===== src/rtl/core/crtg_pkg.sv =====
`default_nettype none
// ----------------------------------------------------------------------------
// Climb-rate tone generator package
// Shared widths, register indexes, constants, divider handshake types and FSM states.
// ----------------------------------------------------------------------------
package crtg_pkg;

    localparam int RATE_W   = 12;
    localparam int ACC_W    = 20;
    localparam int TIME_W   = 32;
    localparam int TONE_W   = 16;
    localparam int CFG_IDX_W  = 3;
    localparam int CFG_DATA_W = 13;
    localparam int DIVD_W   = 38;
    localparam int DIVS_W   = 31;
    localparam int QUOT_W   = 16;
    localparam int IN_TDATA_W  = 48;
    localparam int OUT_TDATA_W = 64;

    localparam logic [CFG_IDX_W-1:0] REG_CLIMB_THR  = 3'd0;
    localparam logic [CFG_IDX_W-1:0] REG_SINK_THR   = 3'd1;
    localparam logic [CFG_IDX_W-1:0] REG_FS_FREQ    = 3'd2;
    localparam logic [CFG_IDX_W-1:0] REG_FS_RATE    = 3'd3;
    localparam logic [CFG_IDX_W-1:0] REG_MAX_CLIMB  = 3'd4;
    localparam logic [CFG_IDX_W-1:0] REG_SMOOTH_W   = 3'd5;

    localparam logic [10:0] CLIMB_THR_RST = 11'd50;
    localparam logic [11:0] SINK_THR_RST  = 12'hF4C;
    localparam logic [12:0] FS_FREQ_RST   = 13'd1605;
    localparam logic [10:0] FS_RATE_RST   = 11'd390;
    localparam logic [12:0] MAX_CLIMB_RST = 13'd1000;
    localparam logic [8:0]  SMOOTH_W_RST  = 9'd38;

    localparam logic [8:0]        WEIGHT_ONE     = 9'd256;
    localparam logic [24:0]       PERIOD_SCALE   = 25'd25600000;
    localparam logic [TONE_W-1:0] FIXED_TONE_HZ  = 16'd400;
    localparam logic [TONE_W-1:0] FIXED_PERIOD   = 16'd1000;
    localparam logic [QUOT_W-1:0] QUOT_SAT       = 16'hFFFF;

    typedef struct packed {
        logic              start;
        logic [DIVD_W-1:0] dividend;
        logic [DIVS_W-1:0] divisor;
    } div_req_t;

    typedef struct packed {
        logic              busy;
        logic              done;
        logic [QUOT_W-1:0] quotient;
    } div_rsp_t;

    typedef enum logic [12:0] {
        ST_IDLE   = 13'b0000000000001,
        ST_KEEP   = 13'b0000000000010,
        ST_SMOOTH = 13'b0000000000100,
        ST_AVG    = 13'b0000000001000,
        ST_DECIDE = 13'b0000000010000,
        ST_MUL_F  = 13'b0000000100000,
        ST_DIV_F  = 13'b0000001000000,
        ST_WAIT_F = 13'b0000010000000,
        ST_MUL_D  = 13'b0000100000000,
        ST_MUL_N  = 13'b0001000000000,
        ST_DIV_P  = 13'b0010000000000,
        ST_WAIT_P = 13'b0100000000000,
        ST_OUT    = 13'b1000000000000
    } state_t;

endpackage
`default_nettype wire


===== src/rtl/core/crtg_div.sv =====
`default_nettype none
// ----------------------------------------------------------------------------
// Saturating restoring divider
// One quotient bit per cycle, 16-bit quotient saturated to all ones.
// ----------------------------------------------------------------------------
module crtg_div
    import crtg_pkg::*;
(
    input  wire logic     clk,
    input  wire logic     rst_n,
    input  wire div_req_t req,
    output div_rsp_t      rsp
);

    logic                 busy_reg;
    logic                 done_reg;
    logic [3:0]           cnt_reg;
    logic [DIVD_W-1:0]    rem_reg;
    logic [DIVS_W+14:0]   dsh_reg;
    logic [QUOT_W-1:0]    quot_reg;
    logic                 sat;
    logic                 ge;

    assign sat = {{(DIVS_W+16-DIVD_W){1'b0}}, req.dividend} >= {req.divisor, 16'b0};
    assign ge  = {{(DIVS_W+15-DIVD_W){1'b0}}, rem_reg} >= dsh_reg;

    always_ff @(posedge clk or negedge rst_n)
    begin
        if (!rst_n)
        begin
            busy_reg <= 1'b0;
            done_reg <= 1'b0;
            cnt_reg  <= '0;
        end
        else if (req.start)
        begin
            busy_reg <= !sat;
            done_reg <= sat;
            cnt_reg  <= 4'd15;
        end
        else if (busy_reg)
        begin
            cnt_reg <= cnt_reg - 4'd1;
            if (cnt_reg == 4'd0)
            begin
                busy_reg <= 1'b0;
                done_reg <= 1'b1;
            end
        end
        else
        begin
            done_reg <= 1'b0;
        end
    end

    always_ff @(posedge clk)
    begin
        if (req.start)
        begin
            rem_reg  <= req.dividend;
            dsh_reg  <= {req.divisor, 15'b0};
            quot_reg <= sat ? QUOT_SAT : '0;
        end
        else if (busy_reg)
        begin
            if (ge)
            begin
                rem_reg <= rem_reg - dsh_reg[DIVD_W-1:0];
            end
            quot_reg <= {quot_reg[QUOT_W-2:0], ge};
            dsh_reg  <= dsh_reg >> 1;
        end
    end

    assign rsp.busy     = busy_reg;
    assign rsp.done     = done_reg;
    assign rsp.quotient = quot_reg;

endmodule
`default_nettype wire


===== src/rtl/core/climb_rate_tone_generator.sv =====
`default_nettype none
// ----------------------------------------------------------------------------
// Climb-rate tone generator
// Smooths and averages climb-rate samples and issues tone frequency/period.
// Flow: each input runs through KEEP, SMOOTH, AVG and DECIDE to OUT; with a
//   climb tone it also runs MUL_F, DIV_F, WAIT_F, MUL_D, MUL_N, DIV_P and
//   WAIT_P (two divider runs; a wait is cut short when its quotient saturates).
// Throughput: one item at a time; the next input is taken only after the
//   previous result is registered, and OUT holds while the output is stalled.
// Reset: rst_n asynchronous active low; clears accumulators, tone timer and
//   output valid, sets tone period to 1000 ms and registers to their defaults.
// ----------------------------------------------------------------------------
module climb_rate_tone_generator
    import crtg_pkg::*;
(
    input  wire logic                    clk,
    input  wire logic                    rst_n,
    // climb_rate[11:0], now_ms[43:12], tone_due[44], zero[47:45]
    input  wire logic [IN_TDATA_W-1:0]   s_axis_tdata,
    input  wire logic                    s_axis_tvalid,
    output logic                         s_axis_tready,
    // smoothed_rate[11:0], average_rate[23:12], tone_write[24], tone_hz[40:25],
    // period_ms[56:41], zero[63:57]
    output logic [OUT_TDATA_W-1:0]       m_axis_tdata,
    output logic                         m_axis_tvalid,
    input  wire logic                    m_axis_tready,
    input  wire logic                    cfg_valid,
    output logic                         cfg_ready,
    input  wire logic [CFG_IDX_W-1:0]    cfg_addr,
    input  wire logic [CFG_DATA_W-1:0]   cfg_data
);

    state_t                     state_reg;
    state_t                     state_next;

    logic [10:0]                climb_thr_reg;
    logic [11:0]                sink_thr_reg;
    logic [12:0]                fs_freq_reg;
    logic [10:0]                fs_rate_reg;
    logic [12:0]                max_climb_reg;
    logic [8:0]                 smooth_w_reg;

    logic signed [ACC_W-1:0]    smooth_acc_reg;
    logic signed [ACC_W-1:0]    avg_acc_reg;
    logic [TIME_W-1:0]          start_ms_reg;
    logic [TONE_W-1:0]          period_reg;

    logic signed [RATE_W-1:0]   rate_reg;
    logic [TIME_W-1:0]          now_reg;
    logic                       due_reg;
    logic signed [38:0]         prod_reg;
    logic [DIVS_W-1:0]          den_reg;
    logic [TONE_W-1:0]          hz_reg;
    logic                       wr_reg;

    logic                       out_valid_reg;
    logic [OUT_TDATA_W-1:0]     out_data_reg;

    logic [8:0]                 w_eff;
    logic [8:0]                 keep_w;
    logic [12:0]                mc_eff;
    logic signed [20:0]         mul_a;
    logic [24:0]                mul_b;
    logic signed [46:0]         prod;
    logic signed [28:0]         keep_sum;
    logic signed [28:0]         keep_sh;
    logic signed [20:0]         smooth_sum;
    logic signed [20:0]         avg_sum;
    logic [TIME_W-1:0]          elapsed;
    logic                       fire;
    logic                       above_climb;
    logic                       below_sink;
    logic                       out_free;
    div_req_t                   div_req;
    div_rsp_t                   div_rsp;

    assign cfg_ready     = 1'b1;
    assign s_axis_tready = (state_reg == ST_IDLE);
    assign m_axis_tvalid = out_valid_reg;
    assign m_axis_tdata  = out_data_reg;
    assign out_free      = !out_valid_reg || m_axis_tready;

    assign w_eff  = (smooth_w_reg > WEIGHT_ONE) ? WEIGHT_ONE : smooth_w_reg;
    assign keep_w = WEIGHT_ONE - w_eff;
    assign mc_eff = (max_climb_reg == 13'd0) ? 13'd1 : max_climb_reg;

    always_comb
    begin
        mul_a = '0;
        mul_b = '0;
        unique case (state_reg)
            ST_KEEP:
            begin
                mul_a = {smooth_acc_reg[ACC_W-1], smooth_acc_reg};
                mul_b = {16'b0, keep_w};
            end
            ST_SMOOTH:
            begin
                mul_a = {{9{rate_reg[RATE_W-1]}}, rate_reg};
                mul_b = {16'b0, w_eff};
            end
            ST_MUL_F:
            begin
                mul_a = {avg_acc_reg[ACC_W-1], avg_acc_reg};
                mul_b = {12'b0, fs_freq_reg};
            end
            ST_MUL_D:
            begin
                mul_a = {avg_acc_reg[ACC_W-1], avg_acc_reg};
                mul_b = {14'b0, fs_rate_reg};
            end
            ST_MUL_N:
            begin
                mul_a = {8'b0, mc_eff};
                mul_b = PERIOD_SCALE;
            end
            default:
            begin
                mul_a = '0;
                mul_b = '0;
            end
        endcase
    end

    assign prod       = mul_a * $signed({1'b0, mul_b});
    assign keep_sum   = $signed(prod_reg[28:0]) + 29'sd128;
    assign keep_sh    = keep_sum >>> 8;
    assign smooth_sum = prod[20:0] + keep_sh[20:0];
    assign avg_sum    = {avg_acc_reg[ACC_W-1], avg_acc_reg}
                      + {smooth_acc_reg[ACC_W-1], smooth_acc_reg};

    assign elapsed     = now_reg - start_ms_reg;
    assign fire        = due_reg && (elapsed > {16'b0, period_reg});
    assign above_climb = $signed({avg_acc_reg[ACC_W-1], avg_acc_reg})
                       > $signed({2'b0, climb_thr_reg, 8'b0});
    assign below_sink  = avg_acc_reg < $signed({sink_thr_reg, 8'b0});

    always_comb
    begin
        div_req.start    = (state_reg == ST_DIV_F) || (state_reg == ST_DIV_P);
        div_req.dividend = {14'b0, prod_reg[31:8]};
        div_req.divisor  = {18'b0, mc_eff};
        if (state_reg == ST_DIV_P)
        begin
            div_req.dividend = prod_reg[DIVD_W-1:0];
            div_req.divisor  = den_reg;
        end
    end

    crtg_div u_div (
        .clk   (clk),
        .rst_n (rst_n),
        .req   (div_req),
        .rsp   (div_rsp)
    );

    always_comb
    begin
        state_next = state_reg;
        unique case (state_reg)
            ST_IDLE:   if (s_axis_tvalid) state_next = ST_KEEP;
            ST_KEEP:   state_next = ST_SMOOTH;
            ST_SMOOTH: state_next = ST_AVG;
            ST_AVG:    state_next = ST_DECIDE;
            ST_DECIDE: state_next = (fire && above_climb) ? ST_MUL_F : ST_OUT;
            ST_MUL_F:  state_next = ST_DIV_F;
            ST_DIV_F:  state_next = ST_WAIT_F;
            ST_WAIT_F: if (div_rsp.done) state_next = ST_MUL_D;
            ST_MUL_D:  state_next = ST_MUL_N;
            ST_MUL_N:  state_next = ST_DIV_P;
            ST_DIV_P:  state_next = ST_WAIT_P;
            ST_WAIT_P: if (div_rsp.done) state_next = ST_OUT;
            ST_OUT:    if (out_free) state_next = ST_IDLE;
            default:   state_next = ST_IDLE;
        endcase
    end

    always_ff @(posedge clk or negedge rst_n)
    begin
        if (!rst_n)
        begin
            state_reg     <= ST_IDLE;
            climb_thr_reg <= CLIMB_THR_RST;
            sink_thr_reg  <= SINK_THR_RST;
            fs_freq_reg   <= FS_FREQ_RST;
            fs_rate_reg   <= FS_RATE_RST;
            max_climb_reg <= MAX_CLIMB_RST;
            smooth_w_reg  <= SMOOTH_W_RST;
            smooth_acc_reg <= '0;
            avg_acc_reg   <= '0;
            start_ms_reg  <= '0;
            period_reg    <= FIXED_PERIOD;
            out_valid_reg <= 1'b0;
        end
        else
        begin
            state_reg <= state_next;

            if (cfg_valid)
            begin
                unique case (cfg_addr)
                    REG_CLIMB_THR: climb_thr_reg <= cfg_data[10:0];
                    REG_SINK_THR:  sink_thr_reg  <= cfg_data[11:0];
                    REG_FS_FREQ:   fs_freq_reg   <= cfg_data;
                    REG_FS_RATE:   fs_rate_reg   <= cfg_data[10:0];
                    REG_MAX_CLIMB: max_climb_reg <= cfg_data;
                    REG_SMOOTH_W:  smooth_w_reg  <= cfg_data[8:0];
                    default:       ;
                endcase
            end

            if (state_reg == ST_SMOOTH)
            begin
                smooth_acc_reg <= smooth_sum[ACC_W-1:0];
            end
            if (state_reg == ST_AVG)
            begin
                avg_acc_reg <= avg_sum[ACC_W:1];
            end
            if ((state_reg == ST_DECIDE) && fire)
            begin
                start_ms_reg <= now_reg;
                if (!above_climb && !below_sink)
                begin
                    period_reg <= FIXED_PERIOD;
                end
            end
            if ((state_reg == ST_WAIT_P) && div_rsp.done)
            begin
                period_reg <= div_rsp.quotient;
            end

            if ((state_reg == ST_OUT) && out_free)
            begin
                out_valid_reg <= 1'b1;
            end
            else if (m_axis_tready)
            begin
                out_valid_reg <= 1'b0;
            end
        end
    end

    always_ff @(posedge clk)
    begin
        if (s_axis_tvalid && s_axis_tready)
        begin
            rate_reg <= s_axis_tdata[11:0];
            now_reg  <= s_axis_tdata[43:12];
            due_reg  <= s_axis_tdata[44];
            hz_reg   <= '0;
            wr_reg   <= 1'b0;
        end

        if ((state_reg == ST_KEEP) || (state_reg == ST_MUL_F)
            || (state_reg == ST_MUL_D) || (state_reg == ST_MUL_N))
        begin
            prod_reg <= prod[38:0];
        end
        if (state_reg == ST_MUL_N)
        begin
            den_reg <= prod_reg[DIVS_W-1:0];
        end

        if ((state_reg == ST_DECIDE) && fire && !above_climb && !below_sink)
        begin
            hz_reg <= FIXED_TONE_HZ;
            wr_reg <= 1'b1;
        end
        if ((state_reg == ST_WAIT_F) && div_rsp.done)
        begin
            hz_reg <= div_rsp.quotient;
        end
        if ((state_reg == ST_WAIT_P) && div_rsp.done)
        begin
            wr_reg <= 1'b1;
        end

        if ((state_reg == ST_OUT) && out_free)
        begin
            out_data_reg <= {7'b0, period_reg, hz_reg, wr_reg,
                             avg_acc_reg[ACC_W-1:8], smooth_acc_reg[ACC_W-1:8]};
        end
    end

`ifndef SYNTHESIS
    a_busy_after_accept: assert property (@(posedge clk) disable iff (!rst_n)
        (s_axis_tvalid && s_axis_tready) |=> !s_axis_tready)
        else $error("input taken while an item is in work");

    a_no_hz_without_write: assert property (@(posedge clk) disable iff (!rst_n)
        (m_axis_tvalid && !m_axis_tdata[24]) |-> (m_axis_tdata[40:25] == 16'd0))
        else $error("tone frequency without tone write");

    a_div_start_idle: assert property (@(posedge clk) disable iff (!rst_n)
        div_req.start |-> !div_rsp.busy)
        else $error("divider started while busy");
`endif

endmodule
`default_nettype wire

===== config.mk =====
export PLATFORM = sky130hd
export DESIGN_NAME = climb_rate_tone_generator
export DESIGN_NICKNAME = d
export VERILOG_FILES = /design/src/rtl/core/crtg_pkg.sv /design/src/rtl/core/crtg_div.sv /design/src/rtl/core/climb_rate_tone_generator.sv
export SDC_FILE = /design/constraint.sdc
export NUM_CORES = 2
export LEC_CHECK = 0
export ABC_CLOCK_PERIOD_IN_PS = 10030
export BUFFER_PORTS_ARGS = -buffer_cell sky130_fd_sc_hd__buf_2
export CAP_MARGIN = 20
export CELL_PAD_IN_SITES_DETAIL_PLACEMENT = 1
export CELL_PAD_IN_SITES_GLOBAL_PLACEMENT = 2
export CORE_UTILIZATION = 38
export DETAILED_ROUTE_END_ITERATION = 8
export PLACE_DENSITY_LB_ADDON = 0.12
export REMOVE_ABC_BUFFERS = 1
export SYNTH_ARGS = -nofsm -noshare
export SYNTH_HDL_FRONTEND = slang
export SYNTH_SLANG_ARGS = --single-unit

===== constraint.sdc =====
create_clock -name clk -period 10.03 [get_ports clk]
set_input_delay 2.006 -clock clk [delete_from_list [all_inputs] [get_ports clk]]
set_output_delay 2.006 -clock clk [all_outputs]
set_load 0.01 [all_outputs]

Word-level counts from Yosys, hierarchy flattened
Cells that the tools add are included.
{ "totals": {"regBits": 465, "in_bits": 69, "output_inout_bits": 67, "wordCells": 138} }
{ "classes": {"add_sub_neg": 7, "mul": 1, "order_cmp": 6, "n_eq_ne": 23, "muxes": 35, "reduce_logical": 39} }
{ "ops": {"columns": ["op", "count"], "rows": [
  ["$pmux 13 s13", 1],
  ["$mux 16", 9],
  ["$pmux 25 s5", 1],
  ["$mux 38", 3],
  ["$mux 46", 2],
  ["$pmux 21 s4", 1],
  ["$mux 13", 6],
  ["$mux 69", 1],
  ["$ge 38x47->1", 1],
  ["$ge 38x46->1", 1],
  ["$mul 21x26->38", 1],
  ["$sub 38x38->38", 1],
  ["$gt 32x16->1", 1],
  ["$sub 32x32->32", 1],
  ["$add 28x9->28 const B", 1],
  ["$add 20x20->21", 1],
  ["$add 20x20->20", 1],
  ["$gt 20x20->1", 1],
  ["$lt 20x20->1", 1],
  ["$reduce_and 2->1", 8],
  ["$eq 13x1->1 const B", 1],
  ["$eq 13x10->1 const B", 1],
  ["$eq 13x11->1 const B", 1],
  ["$eq 13x12->1 const B", 1],
  ["other kinds (31)", 64]
]} }

Depth between registers and ports, before layout
{ "logic_depth": {"ltp_word": 8, "ltp_mapped": 44, "depth_no_buf": 42} }

Hierarchy
A second synthesis with hierarchy kept.
{ "unflattened": {"hier_cells": 3915, "hier_area_um2": 38328.0} }
{ "by_module_without_submodules": {"columns": ["module", "instances", "cells_each", "area_per_inst_um2", "seq_area_each_um2"], "rows": [
  ["climb_rate_tone_generator", 1, 3097, 30939.7, 9958.3],
  ["crtg_div", 1, 818, 7388.3, 3002.9]
]} }

Least setup slack after synthesis
OpenSTA, ideal clock, no wires.
{ "synth_path": {"kind": "register -> register", "start": "register state_reg[1]", "end": "register smooth_acc_reg[19]", "setup_ps": 133, "arrival_ps": 9865, "required_time_ps": 9897, "path_slack_ps": 32, "stages_incl_launch_ff": 40, "n_path_buf": 2, "period_less_slack_ps": 9998, "path_cell_list": "dfrtp_1 > nor2_1 > nor4b_1 > nand3_1 > nor3b_1 > clkbuf_1 > nand2_1 > inv_1 > a221oi_1 > nand2_1 > clkbuf_1 > nand2_1 > fa_1 > inv_1 > fa_1 > inv_1 > fa_1 > inv_1 > [... 4 more ...] > fa_1 > inv_1 > ha_1 > or3_1 > a311o_1 > and2_1 > a21o_1 > a21oi_1 > xnor2_1 > ha_1 > nor3_1 > nor2_1 > a31o_2 > a21oi_1 > o21bai_1 > a21oi_1 > xnor2_1 > o21ai_0"} }
{ "synth_between": {"elab_chain_len": 5, "elab_cells_between_ends": 10, "classes_between": "add/sub: 1; mul: 1; eq/ne: 5; mux: 2; reduce/logical: 1"} }
{ "synth_lines": {"columns": ["element", "line", "text"], "rows": [
  ["from (decl)", "climb_rate_tone_generator.sv:33", "state_t state_reg;"],
  ["from (signal assigned)", "climb_rate_tone_generator.sv:197", "state_reg <= state_next;"],
  ["$eq 13x6->1 or $eq 13x9->1 (tied branches)", "climb_rate_tone_generator.sv:91", "unique case (state_reg)"],
  ["$reduce_or 2->1 (no source line)", null, null],
  ["$pmux 21 s4", "climb_rate_tone_generator.sv:91", null],
  ["$mul 21x26->38 *", "climb_rate_tone_generator.sv:125", "assign prod = mul_a * $signed({1'b0, mul_b});"],
  ["net prod[13]", "climb_rate_tone_generator.sv:64", "logic signed [46:0] prod;"],
  ["$add 20x20->20 *", "climb_rate_tone_generator.sv:128", "assign smooth_sum = prod[20:0] + keep_sh[20:0];"],
  ["to (signal assigned)", "climb_rate_tone_generator.sv:214", "smooth_acc_reg <= smooth_sum[ACC_W-1:0];"],
  ["to (decl)", "climb_rate_tone_generator.sv:43", "logic signed [ACC_W-1:0] smooth_acc_reg;"]
]} }
The timed path passes the listed nets; every way through them passes the cells marked *.
A chain may end at the register's enable or synchronous reset.

Worst setup path after layout
{ "layout_path": {"start": "register state_reg[11]", "end": "register smooth_acc_reg[19]"} }
The elaborated chain is that of the path after synthesis.

==> impl_metrics.py <==
metrics = {
    "status": {
        "run_status": "finished, final reports clean",
    },
    "cells_and_area": {
        "fin_cells": 5354,
        "drive_above_1_share_pct": 10.9,
        "seqCellArea_um2": 13000,
        "multi_input_area_um2": 22600,
        "fillCellCount": 11100,
        "syn2layout_area_growth_pct": 11.7,
        "nets": 4739,
        "final_common_cell": "inv_1",
        "layout_common_cells": "inv_1, nand2_1, ha_1",
        "final_core_util_pct": 43.0,
        "largest_register_ffs": 57,
    },
    "floorplan": {
        "io-pin-count": 136,
        "die_area_um2": 101000,
        "start_util_pct": 38.5,
        "die_y_um": 318,
        "coreArea_um2": 98700,
        "die_w_um": 318,
        "row_count": 115,
    },
    "setup_path": {
        "crit_path_max_fanout": 8,
        "cp-end-kind": "flip-flop",
        "cp.arrival_ns": 9.96,
        "critPathTopFamily": "adder cells",
        "slowest_delay_ns": 0.56,
        "rr_endpoint": "smooth_acc_reg[19]",
        "r2r_start": "state_reg[11]",
        "crit_top_cell": "fa_1",
        "worstRegToRegCells": 38,
        "r2r_slack_ns": 0.58,
        "worstPathBufferInverterCount": 7,
        "slowest_stage": "fa_1",
        "path_depth": 38,
        "crit_required_ns": 10.54,
        "cp-start-kind": "flip-flop",
        "critPathKind": "reg2reg",
        "critPathLaunch": "state_reg[11]",
    },
    "timing": {
        "final.setup_skew_ns": 0.0315,
        "slew_headroom_pct": 21.8,
        "period_minus_slack_ns": 9.45,
        "period_share_pct": 94.2,
        "setup_slack_ns": 0.583,
        "hold_viol_final": 0,
        "rsz0062_at_grt": "false",
        "fin_tns_setup_ns": 0,
        "setup_viol": 0,
        "tightest_slew_ns": 1.17,
        "drv_slew": 0,
        "fmax_mhz": 106,
    },
    "global_routing": {
        "grt_use_met2_pct": 39.2,
        "grt_pass1_wl_um": 185000,
        "grt_overflow": 0,
        "use_met1_pct": 33.6,
        "track_usage_pct": 24.0,
        "grt_pass1_vias": 29800,
        "grt_use_met3_pct": 2.94,
        "grt_max_degree": 66,
        "antenna_found_initial": 2,
        "grt-busiest-layer": "met2",
    },
    "power": {
        "power_frac_comb_pct": 38.5,
        "finalPower_mw": 7.76,
        "ir_drop_v": 0.000141,
        "power_switching_mw": 3.10,
        "intPower_mw": 4.66,
        "cellPowerDensity_nw_per_um2": 183,
        "cellLeakagePower_nw": 19.3,
        "swShare_pct": 39.9,
        "power.share.clock_pct": 25.5,
        "power.share.sequential_pct": 36.0,
    },
    "routing": {
        "dr.pass1.iters": 5,
        "antenna_left": 0,
        "wl_per_cell_um": 22.6,
        "drt_iter0_drc": 1421,
        "vias": 28100,
        "totalWireLength_um": 121000,
        "drc_errors": 0,
        "routed_via_density": 5.24,
    },
    "logic_synthesis": {
        "ys_types": 83,
        "avgSynthCellArea_um2": 9.86,
        "yosys_warnings": 0,
        "synth_edf_count": 272,
        "syn-instance-count": 3852,
        "ys_seq_area_share_pct": 34.1,
        "syn-cell-area_um2": 38000,
        "synth_flop_cell": "edfxtp_1",
        "synthArstFlopShare_pct": 38.1,
        "synth-seq-cells": 465,
    },
    "placed_design": {
        "dp_hpwl_um": 97400,
        "place_ws_ns": 0.263,
        "place_congestion": 0.881,
        "dp.cells": 5248,
        "portBuffers": 124,
    },
    "cts": {
        "clock-sinks": 465,
        "clk_latency_ns": 0.66,
        "cts.clk_slew.worst_paths_ns": 0.06,
        "cts_made_buffers": 55,
        "root_buffer": "clkbuf_16",
        "cts-htree-levels": 2,
        "cts_tree": "yes",
        "clockBufferDepth": 3,
    },
    "job": {
        "maxCapViolCount": 0,
    },
    "hold_path": {
        "min_to": "m_axis_tdata[38]",
        "worstHoldStart": "hz_reg[13]",
        "holdPathStages": 0,
        "hold_class": "reg2reg",
    },
}
[metrics by stage]
| step | area, um^2 | hold slack [ns] |
|---|---|---|
| global placement | 40600 | 0.404 |
| finish | 42400 | 0.420 |
| floorplan | 37500 | 0.400 |
| detailed placement | 40600 | 0.406 |
| CTS | 42300 | 0.421 |
| global route | 42400 | 0.429 |
[worst reg2reg max path: cells and delay by family (launching register included)]
kind                       cells  cell delay (ns)
xor gates and xnor gates       2             0.36
AOI/OAI and AO/OA             11             2.06
buffers and inverters          7             0.67
adders and majority gates      9             4.12
and+or+nand+nor                9             1.61
DFF                            1             0.47
[worst max-delay path by stage]
| stage | endpoint | slack (ns) |
|---|---|---|
| floorplan | smooth_acc_reg[19] | -1.68 |
| global route | smooth_acc_reg[19] | 0.01 |
| global placement | smooth_acc_reg[19] | 0.36 |
| detailed placement | smooth_acc_reg[19] | 0.26 |
| finish | smooth_acc_reg[19] | 0.58 |
| CTS | smooth_acc_reg[19] | 0.24 |
[layer usage]
| layer | up-vias | wire, um |
|---|---|---|
| met1 | 14100 | 57500 |
| met5 | - | 0 |
| met3 | 147 | 4410 |
| li1 | 13300 | - |
| met4 | 0 | 3320 |
| met2 | 445 | 55800 |
[cell usage after synthesis (8+ instances only)]
cell type	number	area, um^2
nand2b_1	37	231
dfrtp_1	142	3550
nor3_1	43	215
buf_4	8	60.1
a21boi_0	11	82.6
a21oi_1	179	896
o21ai_0	182	911
xnor2_1	88	771
nor3b_1	11	82.6
nand3_1	59	295
a221o_1	19	190
and4_1	9	78.8
a21o_1	72	541
o21bai_1	21	158
a211o_1	11	96.3
edfxtp_1	272	8170
xor2_1	56	490
inv_1	567	2130
nand2_1	449	1690
a31oi_1	15	93.8
o21a_1	41	308
o211ai_1	10	75.1
o31ai_1	16	120
nor2_1	254	953
a211oi_1	18	135
and2_1	54	338
or3_1	18	113
dfxtp_1	16	320
a22o_1	11	96.3
nand4_1	26	163
nor4_1	32	200
mux2i_1	43	430
dfstp_2	35	920
a221oi_1	23	201
a31o_2	10	87.6
mux2_2	53	597
and3_1	26	163
ha_1	343	4290
clkbuf_1	118	443
fa_1	308	6170
buf_1	9	33.8
nor2b_1	34	213
[kinds of logic (layout without fill, tap and decap cells)]
logic type / Yosys count / count (layout) / synth area share [%]
AND/OR/NAND/NOR: 1088 / 1088 / 13.2
buffers and inverters: 705 / 891 / 7.07
AO/OA/AOI/OAI: 701 / 701 / 12.0
adder cells (fa/ha/maj): 651 / 651 / 27.5
flip-flops: 465 / 465 / 34.1
XOR/XNOR: 144 / 144 / 3.32
multiplexers: 96 / 96 / 2.71
other: 2 / 31 / 0.0198
[final cells by class]
| class | instances | area share (%) |
|---|---|---|
| multi-input combinational | 2710 | 53.3 |
| sequential | 465 | 30.6 |
| inverter | 569 | 5.03 |
| tap | 1287 | 3.80 |
| clock buffer | 75 | 3.57 |
| timing repair buffer | 218 | 3.21 |
| clock inverter | 29 | 0.575 |
| antenna | 1 | 0.00590 |
[timing repair]
item,4_1_cts,5_1_grt
setup buffers,0,1
endpoints found under the setup margin,0,6
gates resized for setup,0,15
hold buffers,0,0
[power groups by stage]
stage	clock network [mW]	logic (mW)	registers, mW
2_1_floorplan	0	2.05	2.58
3_3_place_gp	0	2.94	2.82
3_5_place_dp	0	2.98	2.83
4_1_cts	2.04	3.01	2.79
5_1_grt	2.09	3.37	2.82
6_report	1.98	2.99	2.79
Power figures use the tool's default switching activity.
